[src/hw/rtl/jlcs_pkg.sv]
`timescale 1ns / 1ps
// ----------------------------------------------------------------------------
// jlcs_pkg: shared types and constants of the command smoother
// Holds the serial multiply/divide request and response types, the state
// machine encodings and the configuration register map.
// ----------------------------------------------------------------------------
package jlcs_pkg;

    // operand, product and step counter widths of the serial unit
    localparam int unsigned DW    = 20;
    localparam int unsigned PW    = 40;
    localparam int unsigned CNT_W = 6;

    localparam logic [CNT_W-1:0] MUL_LAST = 6'd19;
    localparam logic [CNT_W-1:0] DIV_LAST = 6'd39;

    localparam logic [DW-1:0] US_PER_S = 20'd1000000;

    // configuration register map
    localparam logic [2:0] REG_MIN_STEP   = 3'd0;
    localparam logic [2:0] REG_MAX_STEP   = 3'd1;
    localparam logic [2:0] REG_MAX_DECEL  = 3'd2;
    localparam logic [2:0] REG_MAX_ACCEL  = 3'd3;
    localparam logic [2:0] REG_MAX_JERK   = 3'd4;
    localparam logic [2:0] REG_FRONT_RATE = 3'd5;
    localparam logic [2:0] REG_REAR_RATE  = 3'd6;

    // register reset values
    localparam logic [19:0] MIN_STEP_RST   = 20'd1000;
    localparam logic [19:0] MAX_STEP_RST   = 20'd100000;
    localparam logic [14:0] MAX_DECEL_RST  = 15'd3072;
    localparam logic [14:0] MAX_ACCEL_RST  = 15'd2048;
    localparam logic [19:0] MAX_JERK_RST   = 20'd4096;
    localparam logic [15:0] STEER_RATE_RST = 16'd8192;

    localparam logic [7:0] BRAKE_FULL   = 8'hFF;
    localparam logic [5:0] FLAGS_BYPASS = 6'b000001;

    typedef enum logic [1:0] {
        MD_IDLE,
        MD_MUL,
        MD_DIV,
        MD_DONE
    } md_state_t;

    typedef enum logic [2:0] {
        ST_IDLE,
        ST_START,
        ST_WAIT,
        ST_LIMIT,
        ST_FINISH
    } seq_state_t;

    // products and quotients in issue order
    typedef enum logic [2:0] {
        OP_ACC,
        OP_DEC,
        OP_NUM,
        OP_QUO,
        OP_JRK,
        OP_FRT,
        OP_RER,
        OP_VEL
    } op_t;

    typedef struct packed {
        logic          start;
        logic          div_en;
        logic [DW-1:0] a;
        logic [DW-1:0] b;
        logic [DW-1:0] c;
    } md_req_t;

    typedef struct packed {
        logic          done;
        logic [PW-1:0] result;
    } md_rsp_t;

endpackage

[src/hw/rtl/jlcs_muldiv.sv]
`timescale 1ns / 1ps
// ----------------------------------------------------------------------------
// jlcs_muldiv: bit-serial multiply, then optional restoring divide
// Computes a*b (one multiplier bit per step) and, when asked,
// floor(a*b/c) (one quotient bit per step).
// ----------------------------------------------------------------------------
module jlcs_muldiv (
    input  logic              aclk,
    input  logic              aresetn,
    input  jlcs_pkg::md_req_t req,
    output jlcs_pkg::md_rsp_t rsp
);
    import jlcs_pkg::*;

    md_state_t        state_reg, state_next;
    logic [CNT_W-1:0] count_reg, count_next;
    logic [PW-1:0]    prod_reg, prod_next;
    logic [DW:0]      rem_reg, rem_next;
    logic [DW-1:0]    a_reg;
    logic [DW-1:0]    c_reg;
    logic             div_reg;
    logic [DW:0]      mul_sum;
    logic [DW:0]      rem_shift;
    logic             rem_ge;

    // next state
    always_comb begin
        state_next = state_reg;
        unique case (state_reg)
            MD_IDLE: if (req.start) state_next = MD_MUL;
            MD_MUL: begin
                if (count_reg == MUL_LAST) state_next = div_reg ? MD_DIV : MD_DONE;
            end
            MD_DIV: if (count_reg == DIV_LAST) state_next = MD_DONE;
            MD_DONE: state_next = MD_IDLE;
            default: state_next = MD_IDLE;
        endcase
    end

    // outputs
    always_comb begin
        rsp.done   = (state_reg == MD_DONE);
        rsp.result = prod_reg;
    end

    // shift-add and shift-subtract steps
    always_comb begin
        count_next = count_reg;
        prod_next  = prod_reg;
        rem_next   = rem_reg;
        mul_sum    = {1'b0, prod_reg[PW-1:DW]} + (prod_reg[0] ? {1'b0, a_reg} : '0);
        rem_shift  = {rem_reg[DW-1:0], prod_reg[PW-1]};
        rem_ge     = (rem_shift >= {1'b0, c_reg});
        case (state_reg)
            MD_IDLE: begin
                if (req.start) begin
                    prod_next  = {{(PW-DW){1'b0}}, req.b};
                    rem_next   = '0;
                    count_next = '0;
                end
            end
            MD_MUL: begin
                prod_next  = {mul_sum, prod_reg[DW-1:1]};
                count_next = (count_reg == MUL_LAST) ? '0 : count_reg + CNT_W'(1);
            end
            MD_DIV: begin
                rem_next   = rem_ge ? rem_shift - {1'b0, c_reg} : rem_shift;
                prod_next  = {prod_reg[PW-2:0], rem_ge};
                count_next = count_reg + CNT_W'(1);
            end
            default: ;
        endcase
    end

    always_ff @(posedge aclk) begin
        if (!aresetn) begin
            state_reg <= MD_IDLE;
            count_reg <= '0;
        end else begin
            state_reg <= state_next;
            count_reg <= count_next;
        end
    end

    // hold operands for the whole operation
    always_ff @(posedge aclk) begin
        prod_reg <= prod_next;
        rem_reg  <= rem_next;
        if (state_reg == MD_IDLE && req.start) begin
            a_reg   <= req.a;
            c_reg   <= req.c;
            div_reg <= req.div_en;
        end
    end

    a_start_idle: assert property (@(posedge aclk) disable iff (!aresetn)
        req.start |-> state_reg == MD_IDLE)
        else $error("multiply started while busy");

    a_start_mul: assert property (@(posedge aclk) disable iff (!aresetn)
        req.start |=> state_reg == MD_MUL)
        else $error("start did not enter multiply phase");

    a_done_pulse: assert property (@(posedge aclk) disable iff (!aresetn)
        rsp.done |=> !rsp.done)
        else $error("done held for more than one cycle");

endmodule

[src/hw/rtl/jerk_limited_command_smoother.sv]
`timescale 1ns / 1ps
// ----------------------------------------------------------------------------
// jerk_limited_command_smoother: jerk limited speed and steering smoother
// Turns one target command per control tick into a smoothed speed,
// acceleration and rate limited steering angles.
// ----------------------------------------------------------------------------
// Usage:
//   Input words arrive on s_valid/s_ready, results leave on m_valid/m_ready,
//   one result word per input word, in order. Limits are written through
//   cfg_we/cfg_index/cfg_wdata while no word is in flight.
//   A normal word runs eight products through one bit-serial
//   multiply/divide unit, some with the divide and some without. A
//   stop, brake or disable word bypasses the unit and goes from idle
//   straight to the final step, where the output register is loaded.
//   A new word is not taken while the previous one is still in work.
//   The next word is taken once the previous result sits in the output
//   register, so a stalled receiver holds at most one result and the
//   following word waits in its final step until the register frees.
//   Reset loads the default limits and clears speed, acceleration and
//   steering history to zero; no result is pending after reset.
// ----------------------------------------------------------------------------
module jerk_limited_command_smoother (
    input  logic               aclk,
    input  logic               aresetn,
    input  logic               cfg_we,
    input  logic [2:0]         cfg_index,
    input  logic [19:0]        cfg_wdata,
    input  logic               s_valid,
    output logic               s_ready,
    input  logic signed [15:0] s_target_speed,
    input  logic signed [15:0] s_target_front_steer,
    input  logic signed [15:0] s_target_rear_steer,
    input  logic signed [15:0] s_target_curvature,
    input  logic               s_emergency_stop,
    input  logic [7:0]         s_brake_request,
    input  logic               s_enable,
    input  logic [19:0]        s_elapsed_time,
    output logic               m_valid,
    input  logic               m_ready,
    output logic signed [15:0] m_out_speed,
    output logic signed [15:0] m_out_accel,
    output logic signed [15:0] m_out_front_steer,
    output logic signed [15:0] m_out_rear_steer,
    output logic signed [15:0] m_out_curvature,
    output logic [7:0]         m_out_brake,
    output logic [19:0]        m_applied_step_time,
    output logic [5:0]         m_limit_flags
);
    import jlcs_pkg::*;

    // configuration
    logic [19:0] min_step_reg, max_step_reg, max_jerk_reg;
    logic [14:0] max_decel_reg, max_accel_reg;
    logic [15:0] front_rate_reg, rear_rate_reg;

    // accepted word
    logic [15:0] tgt_speed_reg, tgt_front_reg, tgt_rear_reg, curv_reg;
    logic [7:0]  brake_reg;
    logic [19:0] elapsed_reg;
    logic        bypass_reg;

    // history
    logic [15:0] last_speed_reg, last_accel_reg, last_front_reg, last_rear_reg;

    // sequencer
    seq_state_t state_reg, state_next;
    op_t        op_reg;
    md_req_t    md_req;
    md_rsp_t    md_rsp;

    // serial unit results
    logic [34:0] pa_reg, pd_reg;
    logic [35:0] num_reg, q_reg;
    logic [20:0] jstep_reg;
    logic [16:0] fstep_reg, rstep_reg, vmag_reg;
    logic [15:0] az_reg;
    logic        accel_flag_reg, jerk_flag_reg;

    // output register
    logic        m_valid_reg;
    logic [15:0] m_speed_reg, m_accel_reg, m_front_reg, m_rear_reg, m_curv_reg;
    logic [7:0]  m_brake_reg;
    logic [19:0] m_step_reg;
    logic [5:0]  m_flags_reg;

    logic s_accept, bypass_in, out_free, load_out;

    assign s_accept  = s_valid && s_ready;
    assign bypass_in = s_emergency_stop || (s_brake_request != 8'd0) || !s_enable;
    assign out_free  = !m_valid_reg || m_ready;
    assign load_out  = (state_reg == ST_FINISH) && out_free;

    // ------------------------------------------------------------------
    // step time clamp
    // ------------------------------------------------------------------
    logic [19:0] d0, d1, d_time;
    logic        time_flag;

    always_comb begin
        d0 = (elapsed_reg == 20'd0) ? min_step_reg : elapsed_reg;
        if (d0 < min_step_reg) d1 = min_step_reg;
        else if (d0 > max_step_reg) d1 = max_step_reg;
        else d1 = d0;
        d_time    = (d1 == 20'd0) ? 20'd1 : d1;
        time_flag = (elapsed_reg == 20'd0) || (d_time != elapsed_reg);
    end

    // ------------------------------------------------------------------
    // speed error
    // ------------------------------------------------------------------
    logic signed [16:0] delta;
    logic [16:0]        delta_abs;
    logic               delta_neg, delta_pos;

    always_comb begin
        delta     = $signed({tgt_speed_reg[15], tgt_speed_reg})
                  - $signed({last_speed_reg[15], last_speed_reg});
        delta_neg = delta[16];
        delta_pos = !delta[16] && (delta != 17'sd0);
        delta_abs = delta_neg ? 17'(-delta) : 17'(delta);
    end

    // ------------------------------------------------------------------
    // acceleration and jerk limit
    // ------------------------------------------------------------------
    logic               acc_over, dec_over;
    logic signed [16:0] accel0;
    logic signed [22:0] a23, l23, diff23, js23, cd23, jl23;
    logic               zero_acc;
    logic [15:0]        az;
    logic [16:0]        az_abs;

    always_comb begin
        acc_over = delta_pos && (num_reg > {1'b0, pa_reg});
        dec_over = delta_neg && (num_reg > {1'b0, pd_reg});
        if (acc_over) accel0 = $signed({2'b00, max_accel_reg});
        else if (dec_over) accel0 = -$signed({2'b00, max_decel_reg});
        else if (delta_neg) accel0 = -$signed({1'b0, q_reg[15:0]});
        else accel0 = $signed({1'b0, q_reg[15:0]});
        a23    = $signed({{6{accel0[16]}}, accel0});
        l23    = $signed({{7{last_accel_reg[15]}}, last_accel_reg});
        diff23 = a23 - l23;
        js23   = $signed({2'b00, jstep_reg});
        if (diff23 > js23) cd23 = js23;
        else if (diff23 < -js23) cd23 = -js23;
        else cd23 = diff23;
        jl23     = l23 + cd23;
        zero_acc = (delta_pos && jl23 < 23'sd0) || (delta_neg && jl23 > 23'sd0);
        az       = zero_acc ? 16'd0 : jl23[15:0];
        az_abs   = az_reg[15] ? 17'(-$signed({az_reg[15], az_reg})) : {1'b0, az_reg};
    end

    // ------------------------------------------------------------------
    // speed update, overshoot snap and steering
    // ------------------------------------------------------------------
    logic signed [17:0] vstep;
    logic signed [18:0] next19, tgt19;
    logic               overshoot;
    logic [15:0]        fin_speed, fin_accel, fin_front, fin_rear;

    function automatic logic [15:0] steer_step(input logic [15:0] tgt,
                                               input logic [15:0] last,
                                               input logic [16:0] lim);
        logic signed [17:0] diff;
        logic signed [17:0] lims;
        logic signed [17:0] step;
        logic signed [17:0] sum;
        diff = $signed({{2{tgt[15]}}, tgt}) - $signed({{2{last[15]}}, last});
        lims = $signed({1'b0, lim});
        if (diff > lims) step = lims;
        else if (diff < -lims) step = -lims;
        else step = diff;
        sum = $signed({{2{last[15]}}, last}) + step;
        return sum[15:0];
    endfunction

    always_comb begin
        vstep     = az_reg[15] ? -$signed({1'b0, vmag_reg}) : $signed({1'b0, vmag_reg});
        next19    = $signed({{3{last_speed_reg[15]}}, last_speed_reg})
                  + $signed({vstep[17], vstep});
        tgt19     = $signed({{3{tgt_speed_reg[15]}}, tgt_speed_reg});
        overshoot = (!delta_neg && next19 > tgt19) || (delta_neg && next19 < tgt19);
        if (overshoot) begin
            fin_speed = tgt_speed_reg;
            if (!delta_neg) fin_accel = (q_reg > 36'd32767) ? 16'h7FFF : q_reg[15:0];
            else fin_accel = (q_reg > 36'd32768) ? 16'h8000 : 16'(-q_reg[15:0]);
        end else begin
            fin_accel = az_reg;
            if (next19 > 19'sd32767) fin_speed = 16'h7FFF;
            else if (next19 < -19'sd32768) fin_speed = 16'h8000;
            else fin_speed = next19[15:0];
        end
        fin_front = steer_step(tgt_front_reg, last_front_reg, fstep_reg);
        fin_rear  = steer_step(tgt_rear_reg, last_rear_reg, rstep_reg);
    end

    // ------------------------------------------------------------------
    // sequencer: next state
    // ------------------------------------------------------------------
    always_comb begin
        state_next = state_reg;
        unique case (state_reg)
            ST_IDLE:  if (s_valid) state_next = bypass_in ? ST_FINISH : ST_START;
            ST_START: state_next = ST_WAIT;
            ST_WAIT: begin
                if (md_rsp.done) begin
                    if (op_reg == OP_RER) state_next = ST_LIMIT;
                    else if (op_reg == OP_VEL) state_next = ST_FINISH;
                    else state_next = ST_START;
                end
            end
            ST_LIMIT:  state_next = ST_START;
            ST_FINISH: if (out_free) state_next = ST_IDLE;
            default:   state_next = ST_IDLE;
        endcase
    end

    // ------------------------------------------------------------------
    // sequencer: outputs and operand select
    // ------------------------------------------------------------------
    always_comb begin
        s_ready       = (state_reg == ST_IDLE);
        md_req.start  = (state_reg == ST_START);
        md_req.div_en = 1'b1;
        md_req.b      = d_time;
        md_req.c      = US_PER_S;
        md_req.a      = '0;
        unique case (op_reg)
            OP_ACC: begin
                md_req.a      = {5'd0, max_accel_reg};
                md_req.div_en = 1'b0;
            end
            OP_DEC: begin
                md_req.a      = {5'd0, max_decel_reg};
                md_req.div_en = 1'b0;
            end
            OP_NUM: begin
                md_req.a      = {4'd0, delta_abs[15:0]};
                md_req.b      = US_PER_S;
                md_req.div_en = 1'b0;
            end
            OP_QUO: begin
                md_req.a = {4'd0, delta_abs[15:0]};
                md_req.b = US_PER_S;
                md_req.c = d_time;
            end
            OP_JRK:  md_req.a = max_jerk_reg;
            OP_FRT:  md_req.a = {4'd0, front_rate_reg};
            OP_RER:  md_req.a = {4'd0, rear_rate_reg};
            OP_VEL:  md_req.a = {4'd0, az_abs[15:0]};
            default: md_req.a = '0;
        endcase
    end

    jlcs_muldiv u_muldiv (
        .aclk    (aclk),
        .aresetn (aresetn),
        .req     (md_req),
        .rsp     (md_rsp)
    );

    // ------------------------------------------------------------------
    // registers
    // ------------------------------------------------------------------
    // write configuration
    always_ff @(posedge aclk) begin
        if (!aresetn) begin
            min_step_reg   <= MIN_STEP_RST;
            max_step_reg   <= MAX_STEP_RST;
            max_decel_reg  <= MAX_DECEL_RST;
            max_accel_reg  <= MAX_ACCEL_RST;
            max_jerk_reg   <= MAX_JERK_RST;
            front_rate_reg <= STEER_RATE_RST;
            rear_rate_reg  <= STEER_RATE_RST;
        end else if (cfg_we) begin
            unique case (cfg_index)
                REG_MIN_STEP:   min_step_reg   <= cfg_wdata;
                REG_MAX_STEP:   max_step_reg   <= cfg_wdata;
                REG_MAX_DECEL:  max_decel_reg  <= cfg_wdata[14:0];
                REG_MAX_ACCEL:  max_accel_reg  <= cfg_wdata[14:0];
                REG_MAX_JERK:   max_jerk_reg   <= cfg_wdata;
                REG_FRONT_RATE: front_rate_reg <= cfg_wdata[15:0];
                REG_REAR_RATE:  rear_rate_reg  <= cfg_wdata[15:0];
                default: ;
            endcase
        end
    end

    // control state
    always_ff @(posedge aclk) begin
        if (!aresetn) begin
            state_reg      <= ST_IDLE;
            m_valid_reg    <= 1'b0;
            last_speed_reg <= '0;
            last_accel_reg <= '0;
            last_front_reg <= '0;
            last_rear_reg  <= '0;
        end else begin
            state_reg <= state_next;
            if (load_out) m_valid_reg <= 1'b1;
            else if (m_ready) m_valid_reg <= 1'b0;
            // advance history, clear it on bypass
            if (load_out) begin
                last_speed_reg <= bypass_reg ? 16'd0 : fin_speed;
                last_accel_reg <= bypass_reg ? 16'd0 : fin_accel;
                last_front_reg <= bypass_reg ? 16'd0 : fin_front;
                last_rear_reg  <= bypass_reg ? 16'd0 : fin_rear;
            end
        end
    end

    // payload and sequencing data
    always_ff @(posedge aclk) begin
        if (s_accept) begin
            tgt_speed_reg <= s_target_speed;
            tgt_front_reg <= s_target_front_steer;
            tgt_rear_reg  <= s_target_rear_steer;
            curv_reg      <= s_target_curvature;
            brake_reg     <= s_brake_request;
            elapsed_reg   <= s_elapsed_time;
            bypass_reg    <= bypass_in;
            op_reg        <= OP_ACC;
        end
        // capture serial results
        if (state_reg == ST_WAIT && md_rsp.done) begin
            case (op_reg)
                OP_ACC:  pa_reg    <= md_rsp.result[34:0];
                OP_DEC:  pd_reg    <= md_rsp.result[34:0];
                OP_NUM:  num_reg   <= md_rsp.result[35:0];
                OP_QUO:  q_reg     <= md_rsp.result[35:0];
                OP_JRK:  jstep_reg <= md_rsp.result[20:0];
                OP_FRT:  fstep_reg <= md_rsp.result[16:0];
                OP_RER:  rstep_reg <= md_rsp.result[16:0];
                OP_VEL:  vmag_reg  <= md_rsp.result[16:0];
                default: ;
            endcase
            if (op_reg != OP_RER && op_reg != OP_VEL) op_reg <= op_t'(op_reg + 3'd1);
        end
        if (state_reg == ST_LIMIT) begin
            az_reg         <= az;
            accel_flag_reg <= acc_over || dec_over;
            jerk_flag_reg  <= (jl23 != a23);
            op_reg         <= OP_VEL;
        end
        // load result word
        if (load_out) begin
            if (bypass_reg) begin
                m_speed_reg <= '0;
                m_accel_reg <= '0;
                m_front_reg <= '0;
                m_rear_reg  <= '0;
                m_curv_reg  <= '0;
                m_brake_reg <= BRAKE_FULL;
                m_step_reg  <= '0;
                m_flags_reg <= FLAGS_BYPASS;
            end else begin
                m_speed_reg <= fin_speed;
                m_accel_reg <= fin_accel;
                m_front_reg <= fin_front;
                m_rear_reg  <= fin_rear;
                m_curv_reg  <= curv_reg;
                m_brake_reg <= brake_reg;
                m_step_reg  <= d_time;
                m_flags_reg <= {fin_rear != tgt_rear_reg, fin_front != tgt_front_reg,
                                jerk_flag_reg, accel_flag_reg, time_flag, 1'b0};
            end
        end
    end

    assign m_valid             = m_valid_reg;
    assign m_out_speed         = m_speed_reg;
    assign m_out_accel         = m_accel_reg;
    assign m_out_front_steer   = m_front_reg;
    assign m_out_rear_steer    = m_rear_reg;
    assign m_out_curvature     = m_curv_reg;
    assign m_out_brake         = m_brake_reg;
    assign m_applied_step_time = m_step_reg;
    assign m_limit_flags       = m_flags_reg;

    a_accept_busy: assert property (@(posedge aclk) disable iff (!aresetn)
        s_accept |=> !s_ready)
        else $error("second word accepted while one is in flight");

    a_done_in_wait: assert property (@(posedge aclk) disable iff (!aresetn)
        md_rsp.done |-> state_reg == ST_WAIT)
        else $error("serial result arrived outside wait state");

    a_bypass_word: assert property (@(posedge aclk) disable iff (!aresetn)
        m_valid && m_limit_flags[0] |-> m_out_brake == BRAKE_FULL
            && m_applied_step_time == 20'd0)
        else $error("bypass word without full brake");

endmodule
[config.mk]
export PLATFORM = sky130hd
export DESIGN_NAME = jerk_limited_command_smoother
export DESIGN_NICKNAME = d
export VERILOG_FILES = /design/src/hw/rtl/jlcs_pkg.sv /design/src/hw/rtl/jlcs_muldiv.sv /design/src/hw/rtl/jerk_limited_command_smoother.sv
export SDC_FILE = /design/constraint.sdc
export NUM_CORES = 2
export LEC_CHECK = 0
export BUFFER_PORTS_ARGS = -buffer_cell sky130_fd_sc_hd__buf_2
export CAP_MARGIN = 5
export CORE_UTILIZATION = 57
export DETAILED_ROUTE_END_ITERATION = 7
export GPL_TIMING_DRIVEN = 0
export HOLD_SLACK_MARGIN = 0.03
export PLACE_DENSITY = 0.78
export SLEW_MARGIN = 20
export SYNTH_ARGS = -nofsm -noshare
export SYNTH_HDL_FRONTEND = slang
export SYNTH_SLANG_ARGS = --single-unit
export TNS_END_PERCENT = 10
[constraint.sdc]
create_clock -name aclk -period 11.4 [get_ports aclk]
set_clock_uncertainty 0.1 [all_clocks]
set_input_delay 0.57 -clock aclk [delete_from_list [all_inputs] [get_ports aclk]]
set_output_delay 0.57 -clock aclk [all_outputs]
set_load 0.02 [all_outputs]
Yosys cells after proc, flatten, opt, wreduce, memory -nomap -nowiden
Index checks and enable logic that the tools add are counted.
{"block": "word_totals", "regBits": 741, "latch_bits": 0, "mem_bits_rw": 0, "rom_bits": 0, "inputBits": 122, "out_inout_bits": 116, "wordCells": 233, "mem_count": 0}
{"block": "op_classes", "addsub": 21, "n_mul": 0, "div": 0, "magnitude_cmp": 19, "eq_ne": 34, "shifts": 0, "muxes": 57, "n_bitwise": 0, "reduce_logical": 54}
{"operator": "$mux W16", "n": 17}
{"operator": "$mux W20", "n": 8}
{"operator": "$pmux W20 S7", "n": 1}
{"operator": "$pmux W40 S3", "n": 1}
{"operator": "$gt A36 B35 Y1", "n": 2}
{"operator": "$neg A17 Y18", "n": 3}
{"operator": "$mux W17", "n": 3}
{"operator": "$sub A16 B16 Y17", "n": 3}
{"operator": "$neg A16 Y16", "n": 3}
{"operator": "$mux W23", "n": 2}
{"operator": "$logic_not A20 Y1", "n": 2}
{"operator": "$mux W40", "n": 1}
{"operator": "$pmux W20 S2", "n": 1}
{"operator": "$gt A17 B18 Y1", "n": 2}
{"operator": "$gt A36 B15 Y1 const B", "n": 1}
{"operator": "$gt A36 B16 Y1 const B", "n": 1}
{"operator": "$lt A17 B18 Y1", "n": 2}
{"operator": "$reduce_and A2 Y1", "n": 17}
{"operator": "$add A16 B16 Y16", "n": 2}
{"operator": "$ne A16 B16 Y1", "n": 2}
{"operator": "$mux W3", "n": 9}
{"operator": "$eq A3 B3 Y1 const B", "n": 8}
{"operator": "$add A16 B23 Y23", "n": 1}
{"operator": "$gt A23 B1 Y1 const B", "n": 1}
{"operator": "other kinds (49)", "n": 92}

Longest topological paths before layout
{"block": "logic_depth", "ltp_word": 13, "depth_mapped": 57, "ltp_nobuf": 53}

Modules after synthesis
A second synthesis with hierarchy kept.
{"block": "hier_totals", "cells_unflattened": 5064, "hier_area_um2": 47814.6}
{"mod": "jerk_limited_command_smoother", "n_inst": 1, "cells_each": 4415, "area_per_inst_um2": 41104.4, "seq_area_each_um2": 17046.3}
{"mod": "jlcs_muldiv", "n_inst": 1, "cells_each": 649, "area_per_inst_um2": 6710.2, "seq_area_each_um2": 3193.1}

Worst setup path after synthesis
No wires, ideal clock.
{"block": "synth_timing", "path_type": "reg2reg", "start": "register tgt_speed_reg[3]", "end": "register az_reg[9] (data pin)", "setup_time_ps": 137, "arrival_ps": 11821, "required_time_ps": 11163, "setup_slack_ps": -658, "stages_incl_launch_ff": 53, "n_path_buf": 4, "period_less_slack_ps": 12058, "cell_sequence": "edfxtp_1 -> ha_1 -> o21ai_0 -> a21oi_1 -> o31ai_1 -> o21ai_0 -> o311ai_0 -> nor4b_1 -> nand4b_1 -> o211ai_1 -> buf_4 -> buf_4 -> o21ai_0 -> ha_1 -> fa_1 -> nor2b_1 -> o2111ai_1 -> a21boi_0 -> (+17 left out) -> o21ai_0 -> o21ai_0 -> ha_1 -> fa_1 -> a211oi_1 -> o21ai_1 -> a31oi_1 -> o21ai_1 -> a22o_1 -> o41a_1 -> and4_1 -> a2111oi_0 -> nand2_1 -> or3_1 -> nand4_2 -> mux2_4 -> buf_6 -> nor2_2"}
{"block": "synth_via", "elab_chain_cells": 13, "word_cells_on_any_way": 20, "classes_between": "add/sub (3); order compare (4); mux (5); reduce/logical (8)"}
{"item": "from (decl)", "line_no": "jerk_limited_command_smoother.sv:57", "text": "logic [15:0] tgt_speed_reg, tgt_front_reg, tgt_rear_reg, curv_reg;"}
{"item": "from (signal assigned)", "line_no": "jerk_limited_command_smoother.sv:315", "text": "tgt_speed_reg <= s_target_speed;"}
{"item": "$sub A16 B16 Y17 *", "line_no": "jerk_limited_command_smoother.sv:117", "text": "- $signed({last_speed_reg[15], last_speed_reg});"}
{"item": "$reduce_bool A17 Y1 / $logic_not A1 Y1 (equally long branches)"}
{"item": "$logic_and A1 B1 Y1", "line_no": "jerk_limited_command_smoother.sv:119", "text": "delta_pos = !delta[16] && (delta != 17'sd0);"}
{"item": "$logic_and A1 B1 Y1", "line_no": "jerk_limited_command_smoother.sv:134", "text": "acc_over = delta_pos && (num_reg > {1'b0, pa_reg});"}
{"item": "$mux W17", "line_no": "jerk_limited_command_smoother.sv:136", "text": "if (acc_over) accel0 = $signed({2'b00, max_accel_reg});"}
{"item": "$sub A17 B16 Y18", "line_no": "jerk_limited_command_smoother.sv:142", "text": "diff23 = a23 - l23;"}
{"item": "$lt A18 B23 Y1", "line_no": "jerk_limited_command_smoother.sv:145", "text": "else if (diff23 < -js23) cd23 = -js23;"}
{"item": "$mux W23", "line_no": "jerk_limited_command_smoother.sv:145"}
{"item": "$mux W23", "line_no": "jerk_limited_command_smoother.sv:144", "text": "if (diff23 > js23) cd23 = js23;"}
{"item": "$add A16 B23 Y23", "line_no": "jerk_limited_command_smoother.sv:147", "text": "jl23 = l23 + cd23;"}
{"item": "$lt A23 B1 Y1 / $gt A23 B1 Y1 (equally long branches)", "line_no": "jerk_limited_command_smoother.sv:148", "text": "zero_acc = (delta_pos && jl23 < 23'sd0) || (delta_neg && jl23 > 23'sd0);"}
{"item": "$logic_and A1 B1 Y1", "line_no": "jerk_limited_command_smoother.sv:148"}
{"item": "$logic_or A1 B1 Y1", "line_no": "jerk_limited_command_smoother.sv:148"}
{"item": "to (signal assigned)", "line_no": "jerk_limited_command_smoother.sv:340", "text": "az_reg <= az;"}
{"item": "to (decl)", "line_no": "jerk_limited_command_smoother.sv:76", "text": "logic [15:0] az_reg;"}
Mark *: on every way between the ends. The rest lies on a longest branch, timed or not.
A chain may end at the register's enable or synchronous reset.

Worst setup path after layout
{"block": "layout_timing", "start": "register tgt_speed_reg[3]", "end": "register az_reg[10] (data pin)"}
The elaborated chain is that of the path after synthesis.

==> out/metrics.cfg <==
[global_route]
first_global_vias = 38836
antenna_found_initial = 5
grt_use_total = 0.3487
gr-total-overflow = 0
grt_max_degree = 55
grt_pass1_wl_mm = 226.6

[power_and_ir_drop]
peakVddDrop_mv = 0.1260
cellLeakagePower_uw = 0.02147
p_per_area_nw_per_um2 = 131.9

[floorplan]
ioPinCount = 238
die_h_um = 290.0
row_count = 105
die_area_um2 = 84090
start_util = 0.5757
die_w_um = 290.0
core_area_um2 = 82110

[drt]
dr.pass1.iters = 8
via_per_inst = 6.211
antenna_left = 0
drt_wl_total_mm = 150.0
drc = 0
vias = 40849
dr.first_iter.drc_count = 4539
wire_per_inst_um = 22.80

[synthesis]
synth_cells = 4965
synth_top_area_frac = 0.3430
syn_area_um2 = 47270
synth_edf_count = 540
yosysWarnings = 0
ys_ff_latch = 741
synth_area_leaders = edfxtp_1 34%, ha_1 11%, dfxtp_1 8.5%
synth_cell_type_count = 87
async_flop_share = 0
syn_area_per_cell_um2 = 9.521
synthFlopType = edfxtp_1
yosys.area.top_type = edfxtp_1
synth.yosys.seq_area_share = 0.4281
synthesis.nets = 5524

[final_layout]
nets = 5995
regArea_um2 = 20240
instances_no_fill = 6577
largest_reg_flops = 40
final_cell_mix = 587 x nand2_1, 540 x edfxtp_1, 415 x ha_1
drive_gt1_frac = 0.1183
multi_input_area_um2 = 25510
area.growth.synth_to_final_pct = 16.08
n_fill_cell = 6387
layout.cells.most_common = nand2_1

[clock_tree]
clk_pin_slew_worst_paths_ns = 0.07
cts-buffers-inserted = 80
root_buffer = clkbuf_16
cts_max_level = 3
clockBufferDepth = 3
cts_tree = built
clock-sinks = 741
clk_latency_ns = 0.65

[status]
outcome = finished with violations
violations = setup timing

[sta]
worst_pin_slew_ns = 1.274
hold_ws_ns = 0.1304
setup_ws_ns = -0.1993
min_period_ns = 11.60
period_share = 1.017
rsz0062_at_grt = yes
setup-violations-final = 17
maxSlewHeadroom = 0.1510
finalHoldViolCount = 0
report.final.slew_viol_count = 0
fmax_mhz = 86.21

[job]
cap_violations = 0

[place]
globalplace.congestion = 1.009
io_buffers = 234
dp_hpwl_mm = 110.0
dpl.cell_count = 6279

[critical_path]
worst_ep_arrival_time_ns = 11.99
worst-endpoint-required_ns = 11.80
critPathLaunchType = flip-flop
critPathMaxFanout = 6
endpoint_kind = flip-flop
slowest_delay_ns = 0.54
critical_path_class = flip-flop to flip-flop
worst_path_max_delay_cell = xor2_1

[hold_path]
min_path_type = primary input to flip-flop

-- worst paths after layout --
kind	depth (start not counted)	slack, ns	startpoint	endpoint
max	53	-0.20	tgt_speed_reg[3]	az_reg[10]
min	3	0.13	cfg_wdata[19]	max_jerk_reg[19]
max reg2reg	53	-0.20	tgt_speed_reg[3]	az_reg[10]
min reg2reg	2	0.36	front_rate_reg[9]	front_rate_reg[9]
-- report_power, final --
group | internal (uW) | switching (uW)
logic | 554 | 841
clock network | 1540 | 1130
registers | 3010 | 165
-- routing by layer --
| layer | up-vias | global-route usage | part of all wire |
|---|---|---|---|
| met3 | 384 | 0.05982 | 0.097 |
| met4 | 2 | 0.1640 | 0.049 |
| li1 | 18926 | - | - |
| met5 | - | 0 | 0.00023 |
| met2 | 2026 | 0.5382 | 0.44 |
| met1 | 19511 | 0.4780 | 0.42 |
-- synth_stat cells (77+ instances only) --
library cell and n:
edfxtp_1 540, dfxtp_1 201, a21oi_1 274, nand3_1 77
clkbuf_1 170, xnor2_1 202, a21o_1 97, nor2_1 345
a21boi_0 156, nor2b_1 115, nor3_1 124, o21ai_0 228
ha_1 427, xor2_1 106, nand2_1 588, inv_1 377
-- cells by family (layout without fill, tap and decap cells) --
group / after synthesis / count (layout) / synth area share
and+or+nand+nor: 1613 / 1613 / 0.1614
AOI/OAI and AO/OA: 1225 / 1225 / 0.1741
DFF: 741 / 741 / 0.4281
buffers and inverters: 568 / 1106 / 0.04563
adders and majority gates: 437 / 437 / 0.1173
xor gates and xnor gates: 308 / 308 / 0.05706
muxes: 73 / 73 / 0.01638
other: 0 / 4 / 0
-- cell type report --
| class | count | share of cell area |
|---|---|---|
| antenna | 4 | 0.0001824 |
| buffer | 183 | 0.01455 |
| clock buffer | 111 | 0.04179 |
| clock inverter | 38 | 0.007137 |
| inverter | 379 | 0.02593 |
| multi-input combinational | 3656 | 0.4649 |
| sequential | 741 | 0.3689 |
| tap | 1070 | 0.02440 |
| timing repair buffer | 395 | 0.05219 |
-- timing repair --
item,in CTS,in global routing
pin swaps,57,30
hold endpoints to repair,92,0
setup endpoints to repair,17,17
hold buffers,92,0
resized for setup,122,50
gates cloned,1,0
setup buffers,46,12
-- worst max-delay path: cells and delay by family, from the launching register on --
family / cells / cell delay [ns]
compound gates: 27 / 5.33
simple gates: 11 / 1.89
fa+ha+maj: 5 / 1.57
buf+inv: 7 / 1.04
xor+xnor: 2 / 0.71
flops: 1 / 0.47
mux: 1 / 0.34
-- stage by stage --
stage	util	instance area [um2]	setup slack (ns)	TNS [ns]	power (uW)
4_1_cts	0.6648	54590	-0.02757	-0.09968	7173
6_report	0.6683	54870	-0.1993	-2.515	7238
2_1_floorplan	-	47330	0.02030	0	4008
3_3_place_gp	0.6070	49840	-2.535	-41.26	4425
5_1_grt	0.6682	54870	-0.5755	-8.915	7453
3_5_place_dp	0.6106	50140	-2.572	-42.55	4454
Power figures use the tool's default switching activity.
